### config.mk
export PLATFORM = sky130hd
export DESIGN_NAME = coarse_delta_anchor_coder_core
export DESIGN_NICKNAME = d
export VERILOG_FILES = /design/src/cdac_pkg.sv /design/src/cdac_quant.sv /design/src/coarse_delta_anchor_coder_core.sv
export SDC_FILE = /design/constraint.sdc
export NUM_CORES = 1
export LEC_CHECK = 0
export BUFFER_PORTS_ARGS = -buffer_cell sky130_fd_sc_hd__buf_2
export CORE_UTILIZATION = 60
export CTS_CLUSTER_SIZE = 30
export DETAILED_ROUTE_END_ITERATION = 10
export GPL_TIMING_DRIVEN = 0
export PLACE_DENSITY = 0.85
export RECOVER_POWER = 100
export SLEW_MARGIN = 20
export SYNTH_ARGS = -nofsm -noshare
export SYNTH_HDL_FRONTEND = slang
export SYNTH_SLANG_ARGS = --single-unit
### constraint.sdc
create_clock -name clock -period 19 [get_ports clock]
set_clock_uncertainty 0.1 [all_clocks]
set_input_delay 3.8 -clock clock [delete_from_list [all_inputs] [get_ports clock]]
set_output_delay 3.8 -clock clock [all_outputs]
set_load 0.005 [all_outputs]
### src/cdac_pkg.sv
`timescale 1ns / 1ps

package cdac_pkg;

   localparam int SampleBits   = 16;
   localparam int DiffBits     = SampleBits + 1;
   localparam int StepShift    = 6;
   localparam int HalfStep     = 32;
   localparam int QuotBits     = DiffBits - StepShift + 1;
   localparam int CodeBits     = 8;
   localparam int WidthBits    = 4;
   localparam int ResidBits    = 2;

   localparam logic [WidthBits-1:0] CodeWidthReset = 4'd4;
   localparam logic [WidthBits-1:0] CodeWidthMin   = 4'd1;
   localparam logic [WidthBits-1:0] CodeWidthMax   = 4'd8;

   localparam logic [ResidBits-1:0] ResidNewAnchor = 2'd3;

   // One coded result as it leaves the block.
   typedef struct packed {
      logic                         anchor_valid;
      logic signed [SampleBits-1:0] anchor_sample;
      logic                         delta_valid;
      logic [CodeBits-1:0]          delta_code;
      logic                         residual_valid;
      logic [ResidBits-1:0]         residual_code;
   } cdac_result_type;

endpackage

### src/cdac_quant.sv
`timescale 1ns / 1ps

// Quantizes one sample against the previous one and builds the coded result.
module cdac_quant (
   input  logic signed [cdac_pkg::SampleBits-1:0] sample,
   input  logic signed [cdac_pkg::SampleBits-1:0] prev_sample,
   input  logic                                   block_start,
   input  logic [cdac_pkg::WidthBits-1:0]         code_bits,
   output cdac_pkg::cdac_result_type              result
);
   import cdac_pkg::*;

   logic [WidthBits-1:0]         width;
   logic [CodeBits:0]            offset;
   logic signed [QuotBits-1:0]   off_s;
   logic signed [DiffBits-1:0]   diff;
   logic                         neg;
   logic [DiffBits-1:0]          mag;
   logic [DiffBits-1:0]          mag_rnd;
   logic [QuotBits-2:0]          qmag;
   logic signed [QuotBits-1:0]   quot;
   logic signed [StepShift:0]    rmag;
   logic signed [StepShift:0]    rem;
   logic                         fits;
   logic                         small_rem;

   always_comb begin
      if (code_bits < CodeWidthMin) begin
         width = CodeWidthMin;
      end else if (code_bits > CodeWidthMax) begin
         width = CodeWidthMax;
      end else begin
         width = code_bits;
      end
      offset = (CodeBits+1)'(1) << (width - CodeWidthMin);
      off_s  = $signed(QuotBits'(offset));

      diff    = $signed({sample[SampleBits-1], sample})
              - $signed({prev_sample[SampleBits-1], prev_sample});
      neg     = diff[DiffBits-1];
      mag     = neg ? DiffBits'(-diff) : DiffBits'(diff);
      mag_rnd = mag + DiffBits'(HalfStep);
      qmag    = mag_rnd[DiffBits-1:StepShift];
      quot    = neg ? -$signed({1'b0, qmag}) : $signed({1'b0, qmag});

      // Remainder of the magnitude after rounding lies in -32..31.
      rmag = $signed({mag[StepShift-1], mag[StepShift-1:0]});
      rem  = neg ? -rmag : rmag;

      small_rem = (rem == 7'sd0) || (rem == 7'sd1) || (rem == -7'sd1);
      fits      = (quot >= -off_s) && (quot < off_s);

      result = '0;
      if (block_start) begin
         result.anchor_valid  = 1'b1;
         result.anchor_sample = sample;
      end else begin
         result.residual_valid = 1'b1;
         if (fits && small_rem) begin
            result.delta_valid   = 1'b1;
            result.delta_code    = quot[CodeBits-1:0] + offset[CodeBits-1:0];
            result.residual_code = rem[ResidBits-1:0] + ResidBits'(1);
         end else begin
            result.anchor_valid  = 1'b1;
            result.anchor_sample = sample;
            result.residual_code = ResidNewAnchor;
         end
      end
   end

endmodule

### src/coarse_delta_anchor_coder_core.sv
`timescale 1ns / 1ps

// Coarse delta / anchor coder. Each accepted sample beat yields exactly one
// result beat. A block-start sample is sent as an anchor. Any other sample is
// coded as its difference from the previous raw sample, rounded to a multiple
// of 64 (halves away from zero): when the quotient fits the signed code width
// set by csr_data (1..8, 0 reads as 1, above 8 reads as 8) and the remainder
// is -1, 0 or +1, the beat carries delta_code = quotient + 2^(width-1) and
// residual_code = remainder + 1; otherwise it carries residual_code 3 and the
// sample as a new anchor. The block takes one sample per cycle while rsp_ready
// is high. An accepted sample waits in the input register and then goes
// through the subtract, round and compare path into the output register. The
// previous sample is updated on every accepted beat. The code width register
// should only be written while no beat is in flight.
module coarse_delta_anchor_coder_core (
   input  logic                                   clock,
   input  logic                                   reset,
   input  logic                                   req_valid,
   output logic                                   req_ready,
   input  logic signed [cdac_pkg::SampleBits-1:0] req_sample,
   input  logic                                   req_block_start,
   output logic                                   rsp_valid,
   input  logic                                   rsp_ready,
   output logic                                   rsp_anchor_valid,
   output logic signed [cdac_pkg::SampleBits-1:0] rsp_anchor_sample,
   output logic                                   rsp_delta_valid,
   output logic [cdac_pkg::CodeBits-1:0]          rsp_delta_code,
   output logic                                   rsp_residual_valid,
   output logic [cdac_pkg::ResidBits-1:0]         rsp_residual_code,
   input  logic                                   csr_valid,
   output logic                                   csr_ready,
   input  logic [cdac_pkg::WidthBits-1:0]         csr_data
);
   import cdac_pkg::*;

   logic [WidthBits-1:0]         code_bits_ff;
   logic signed [SampleBits-1:0] prev_ff;

   // Input register.
   logic                         s1_valid_ff;
   logic                         s1_valid_in;
   logic signed [SampleBits-1:0] s1_sample_ff;
   logic signed [SampleBits-1:0] s1_prev_ff;
   logic                         s1_start_ff;

   // Output register.
   logic                         out_valid_ff;
   logic                         out_valid_in;
   cdac_result_type              out_ff;
   cdac_result_type              result;

   logic req_fire;
   logic out_load;
   logic s1_move;

   // The output register loads when empty or when its beat leaves now; the
   // input register drains into it and refills in the same cycle.
   assign out_load  = !out_valid_ff || rsp_ready;
   assign s1_move   = s1_valid_ff && out_load;
   assign req_ready = !s1_valid_ff || out_load;
   assign req_fire  = req_valid && req_ready;
   assign csr_ready = 1'b1;

   assign s1_valid_in  = req_fire ? 1'b1 : (s1_move ? 1'b0 : s1_valid_ff);
   assign out_valid_in = s1_move ? 1'b1 : (rsp_ready ? 1'b0 : out_valid_ff);

   cdac_quant u_quant (
      .sample      (s1_sample_ff),
      .prev_sample (s1_prev_ff),
      .block_start (s1_start_ff),
      .code_bits   (code_bits_ff),
      .result      (result)
   );

   always_ff @(posedge clock) begin
      if (reset) begin
         code_bits_ff <= CodeWidthReset;
         prev_ff      <= '0;
         s1_valid_ff  <= 1'b0;
         out_valid_ff <= 1'b0;
      end else begin
         if (csr_valid && csr_ready) begin
            code_bits_ff <= csr_data;
         end
         if (req_fire) begin
            prev_ff <= req_sample;
         end
         s1_valid_ff  <= s1_valid_in;
         out_valid_ff <= out_valid_in;
      end
   end

   // Payload registers carry no reset.
   always_ff @(posedge clock) begin
      if (req_fire) begin
         s1_sample_ff <= req_sample;
         s1_prev_ff   <= prev_ff;
         s1_start_ff  <= req_block_start;
      end
      if (s1_move) begin
         out_ff <= result;
      end
   end

   assign rsp_valid          = out_valid_ff;
   assign rsp_anchor_valid   = out_ff.anchor_valid;
   assign rsp_anchor_sample  = out_ff.anchor_sample;
   assign rsp_delta_valid    = out_ff.delta_valid;
   assign rsp_delta_code     = out_ff.delta_code;
   assign rsp_residual_valid = out_ff.residual_valid;
   assign rsp_residual_code  = out_ff.residual_code;

endmodule

==> After elaboration in Yosys (flattened, before gate mapping) <==
Index checks and enable logic that the tools add are counted.
{ "totals": {"register_bits": 84, "inputBits": 26, "output_inout_bits": 32, "wordCells": 58} }
{ "classes": {"n_addsub": 9, "magnitude_cmp": 4, "n_eq_ne": 2, "n_shift": 1, "muxes": 14, "n_bitwise": 1, "reduce_logical": 14} }
{ "ops": {"columns": ["operator", "n"], "rows": [
  ["$mux 17", 2],
  ["$add 17x6->17 const B", 1],
  ["$neg 17->17", 1],
  ["$sub 16x16->17", 1],
  ["$mux 16", 1],
  ["$ge 12x12->1", 1],
  ["$lt 12x10->1", 1],
  ["$mux 12", 1],
  ["$neg 11->12", 1],
  ["$neg 9->12", 1],
  ["$mux 9", 1],
  ["$shl 1x4->9 const A", 1],
  ["$add 8x8->8", 1],
  ["$mux 4", 2],
  ["$eq 7x1->1 const B", 1],
  ["$eq 7x2->1 const B", 1],
  ["$logic_not 7->1", 1],
  ["$mux 7", 1],
  ["$neg 6->7", 1],
  ["$gt 4x4->1 const B", 1],
  ["$logic_and 1x1->1", 4],
  ["$logic_or 1x1->1", 4],
  ["$lt 4x1->1 const B", 1],
  ["$mux 1", 4],
  ["8 further kinds", 10]
]} }

==> Longest topological paths before layout <==
{ "logic_depth": {"ltp_word": 11, "depth_mapped": 33, "depth_no_buf": 29} }

==> By module <==
Synthesis repeated with hierarchy kept, for this count alone.
{ "unflattened": {"cells_unflattened": 694, "area_unflattened_um2": 6715.2} }
{ "by_module_without_submodules": {"columns": ["mod", "n_inst", "cells_each", "area_per_inst_um2", "seq_area_each_um2"], "rows": [
  ["cdac_quant", 1, 534, 3876.2, 0.0],
  ["coarse_delta_anchor_coder_core", 1, 160, 2839.0, 2302.2]
]} }

==> Worst setup path before layout <==
No wires, ideal clock.
{ "synth_timing": {"path_kind": "in2out", "startpoint": "input port rsp_ready", "endpoint": "output port req_ready", "t_arrival_ns": 4.088, "required_ns": 15.100, "path_slack_ns": 11.012, "stages": 2, "path_buffers": 0, "path_cell_list": "nor2b_1 -> nand2_1"} }
{ "synth_between": {"elab_chain_len": 2} }
{ "synth_lines": {"columns": ["element", "line", "source"], "rows": [
  ["start: declaration", "coarse_delta_anchor_coder_core.sv:23", "input logic rsp_ready,"],
  ["$logic_or 1x1->1", "coarse_delta_anchor_coder_core.sv:58", "assign out_load = !out_valid_ff || rsp_ready;"],
  ["$logic_or 1x1->1", "coarse_delta_anchor_coder_core.sv:60", "assign req_ready = !s1_valid_ff || out_load;"],
  ["end: declaration", "coarse_delta_anchor_coder_core.sv:19", "output logic req_ready,"]
]} }
No other way between the ends.

==> Final worst setup path <==
{ "layout_timing": {"startpoint": "register s1_sample_ff[10]", "endpoint": "register out_ff (netlist bit rsp_anchor_valid) (data pin)"} }
{ "layout_between": {"elab_chain_len": 10, "elab_cells_between_ends": 18, "cone_classes": "add/sub: 5; order compare: 2; eq/ne: 2; mux: 4; reduce/logical: 5"} }
{ "layout_lines": {"columns": ["element", "line", "source"], "rows": [
  ["start: declaration", "coarse_delta_anchor_coder_core.sv:42", "logic signed [SampleBits-1:0] s1_sample_ff;"],
  ["start signal: assignment", "coarse_delta_anchor_coder_core.sv:96", "s1_sample_ff <= req_sample;"],
  ["$sub 16x16->17 (*)", "cdac_quant.sv:39", "- $signed({prev_sample[SampleBits-1], prev_sample});"],
  ["$neg 17->17", "cdac_quant.sv:41", "mag = neg ? DiffBits'(-diff) : DiffBits'(diff);"],
  ["$mux 17", "cdac_quant.sv:41", null],
  ["$add 17x6->17", "cdac_quant.sv:42", "mag_rnd = mag + DiffBits'(HalfStep);"],
  ["$neg 11->12", "cdac_quant.sv:44", "quot = neg ? -$signed({1'b0, qmag}) : $signed({1'b0, qmag});"],
  ["$mux 12", "cdac_quant.sv:44", null],
  ["$ge 12x12->1 / $lt 12x10->1 (equally long branches)", "cdac_quant.sv:51", "fits = (quot >= -off_s) && (quot < off_s);"],
  ["$logic_and 1x1->1", "cdac_quant.sv:51", null],
  ["$logic_and 1x1->1 (*)", "cdac_quant.sv:59", "if (fits && small_rem) begin"],
  ["$mux 17 (*)", "cdac_quant.sv:59", null],
  ["end signal: assignment", "coarse_delta_anchor_coder_core.sv:101", "out_ff <= result;"],
  ["end: declaration", "coarse_delta_anchor_coder_core.sv:49", "cdac_result_type out_ff;"]
]} }
Every way passes the cells marked *; elsewhere a longest branch is shown, timed or not.
A chain may end at the register's enable or synchronous reset.

==> impl_metrics.csv <==
group,metric,value,unit
routing,wl_per_cell,17.2,um
die,start_util,62.9,%
sta,slew_headroom,-6.61,%
power_and_ir_drop,power_density,91.9,mW/mm2
setup_path,cp_max_fo,10,
sta,period_minus_slack,10040,ps
run_status,violations,"max-capacitance violations, max-slew violations",
setup_path,endpoint,"rsp_anchor_valid",
die,fp.dieH,107,um
setup_path,cp_common_cell,"clkbuf_1",
setup_path,critical_path_class,"reg -> reg",
clock_network,clk_pin_slew,80,ps
clock_network,worstSkewPairLatency,380,ps
routing,vias_per_cell,6.23,
clock_network,post_cts_resize_count,0,
routing,via_count,5825,
synthesis,yosys_warnings,0,
setup_path,start_kind,"flop",
setup_path,reg2reg_from,"s1_sample_ff[10]",
clock_network,cts_hold_buf,0,
grt,antenna_found_initial,0,
clock_network,cts_buffer_depth,2,
grt,grt-ovfl-total,0,
synthesis,synth_area_leaders,"edfxtp_1 (28%), ha_1 (9.5%), dfxtp_1 (6.7%)",
synthesis,yosysMostFrequentCell,"nand2_1",
synthesis,synth_edf_count,62,
die,dieArea,0.0114,mm2
synthesis,netlist_area,0.00659,mm2
grt,grt_pass1_wl,26400,um
finish,antenna_cells,0,
synthesis,synth.avg_cell_area,9.10,um2
die,io_pins,58,
routing,wirelength,16100,um
synthesis,yosys-top-cells-count,"nand2_1 (79), edfxtp_1 (62), a21oi_1 (60), nor2_1 (59), ha_1 (50)",
sta,fin_tns_setup,0,ps
setup_path,arrival,10050,ps
placement,routabilityCongestion,0.965,
setup_path,reg2reg_slack,8960,ps
die,rows,37,
clock_network,tritoncts,"built",
sta,finalSetupViolCount,0,
synthesis,yosys.area.top_type,"edfxtp_1",
sta,hold_ws,336,ps
synthesis,synthCells,724,
synthesis,yosys_register_bits,84,
grt,grt_max_degree,30,
synthesis,async_flop_share,0,%
synthesis,yosysSeqAreaShare,35.0,%
setup_path,slowest_stage,"a211oi_1",
placement,numPortBuffers,55,
sta,fmax,0.0996,GHz
sta,rsz0062_at_grt,"no",
setup_path,worstSetupStartpoint,"s1_sample_ff[10]",
power_and_ir_drop,ir_worst_vdd,0.0552,mV
power_and_ir_drop,p_leak,2.84,nW
sta,max_slew.worst_pin.slew,1590,ps
clock_network,cts_max_level,3,
setup_path,required,19010,ps
routing,drt_iter0_drc,405,
finish,nNetsFinal,873,
synthesis,synth-main-ff-cell,"edfxtp_1",
synthesis,synth.distinct_cells,91,
routing,drc,0,
placement,detailed_place_hpwl,12300,um
run_status,status,"finished, violations left",
routing,drtAntennaViolNets,0,
grt,grt_usage,29.4,%
grt,grt_pass1_vias,5495,
setup_path,reg2reg_depth,31,
die,core_area,0.0105,mm2
setup_path,cpPeakStageDelay,1290,ps
finish,area_growth,8.84,%
synthesis,synth_top_cell_area_share,28.3,%
clock_network,cts_buffers,9,
run,timing.max_cap.violations,1,
worst_hold_path,min_path_type,"reg -> reg",
routing,firstDrtPassIters,5,
clock_network,cts_setup_buffers,0,
clock_network,clockRootBuffer,"clkbuf_8",
clock_network,clkSinkCount,84,
setup_path,reg2reg_to,"rsp_anchor_valid",
sta,hold_viol,0,
sta,final_max_slew_viol_count,9,
sta,fin_crit_sh,52.9,%
setup_path,cp-end-kind,"flop",
die,die_x,107,um
finish,drive_above_1_share,11.3,%
## worst max-delay path: cells and delay by family, from the launching register on
family / cells / cell delay [ps]
compound gates: 14 / 4850
buf+inv: 6 / 2060
xor+xnor: 3 / 700
fa+ha+maj: 3 / 690
simple gates: 4 / 600
flops: 1 / 400
mux: 1 / 360
## power breakdown
part | internal (W) | leakage (nW) | switching [W] | total, W
registers | 0.000208 | 0.784 | 0.00000448 | 0.000212
clock network | 0.0000481 | 0.0787 | 0.0000702 | 0.000118
logic | 0.000124 | 1.97 | 0.000204 | 0.000328
total | 0.000380 | 2.84 | 0.000279 | 0.000658
## cell families (layout without fill, tap and decap cells)
group | Yosys count | after routing | synth area share [%]
simple gates | 249 | 249 | 19.0
other cells | 2 | 5 | 0.114
fa+ha+maj | 53 | 53 | 10.3
buf+inv | 73 | 145 | 4.79
mux | 4 | 4 | 0.684
xor+xnor | 44 | 44 | 6.19
compound gates | 215 | 215 | 24.0
flops | 84 | 84 | 35.0
## routing by layer
layer	GRT usage [%]	up-vias	part of all wire, %
li1	-	2801	-
met1	39.3	2776	43
met2	48.6	215	48
met3	4.74	33	6.6
met4	9.59	0	2.5
met5	0	-	0
## sequential cells by signal, indices dropped and copies added, names as in the netlist
name and flops:
prev_ff 16, rsp_anchor_sample 16, s1_prev_ff 16, s1_sample_ff 16, rsp_delta_code 8, code_bits_ff 4
rsp_residual_code 2, rsp_anchor_valid 1, rsp_delta_valid 1, rsp_residual_valid 1, rsp_valid 1, s1_start_ff 1
s1_valid_ff 1
## worst min path at each step
stage,start,endpoint,slack (ps),depth (start not counted)
after CTS,prev_ff[3],s1_prev_ff[3],340,0
after detailed placement,prev_ff[3],s1_prev_ff[3],310,0
final,prev_ff[11],s1_prev_ff[11],340,0
after global routing,prev_ff[14],s1_prev_ff[14],340,0
after global placement,prev_ff[5],s1_prev_ff[5],310,0
after floorplan,prev_ff[0],s1_prev_ff[0],310,0
## placed cells by master, fill, tap and decap left out, types with 7 or more instances in the layout
cell      instances
a211oi_1          9
a21o_1           11
a21oi_1          60
a31oi_1           7
and2_1            7
buf_2            45
clkbuf_1         38
clkbuf_8          9
dfxtp_1          22
edfxtp_1         62
ha_1             50
inv_1            42
nand2_1          79
nand3_1          16
nand4_1           9
nor2_1           59
nor2b_1          16
nor3_1            9
nor4_1            7
o211ai_1          7
o21a_1            9
o21ai_0          28
or3_1             9
xnor2_1          27
xor2_1           14
## metrics by stage
stage          instances  setup slack, ps  utilization [%]  power, W  area [um2]
4_1_cts              935            10340             69.6  0.000657        7280
5_1_grt              935             8250             68.5  0.000702        7170
3_3_place_gp         918            10570             67.3  0.000524        7040
3_5_place_dp         920            10400             67.9  0.000538        7110
2_1_floorplan        727            11010                -  0.000464        6600
6_report             935             8960             68.5  0.000658        7170
## cell type report
class | count | area [um2]
Buffer | 30 | 138
Inverter | 43 | 161
Clock inverter | 6 | 48.8
Multi-Input combinational cell | 570 | 3960
Tap cell | 136 | 170
Clock buffer | 9 | 124
Timing Repair Buffer | 57 | 260
Fill cell | 891 | 3300
Sequential cell | 84 | 2300
Note: power is estimated with default switching activity, not from simulation.
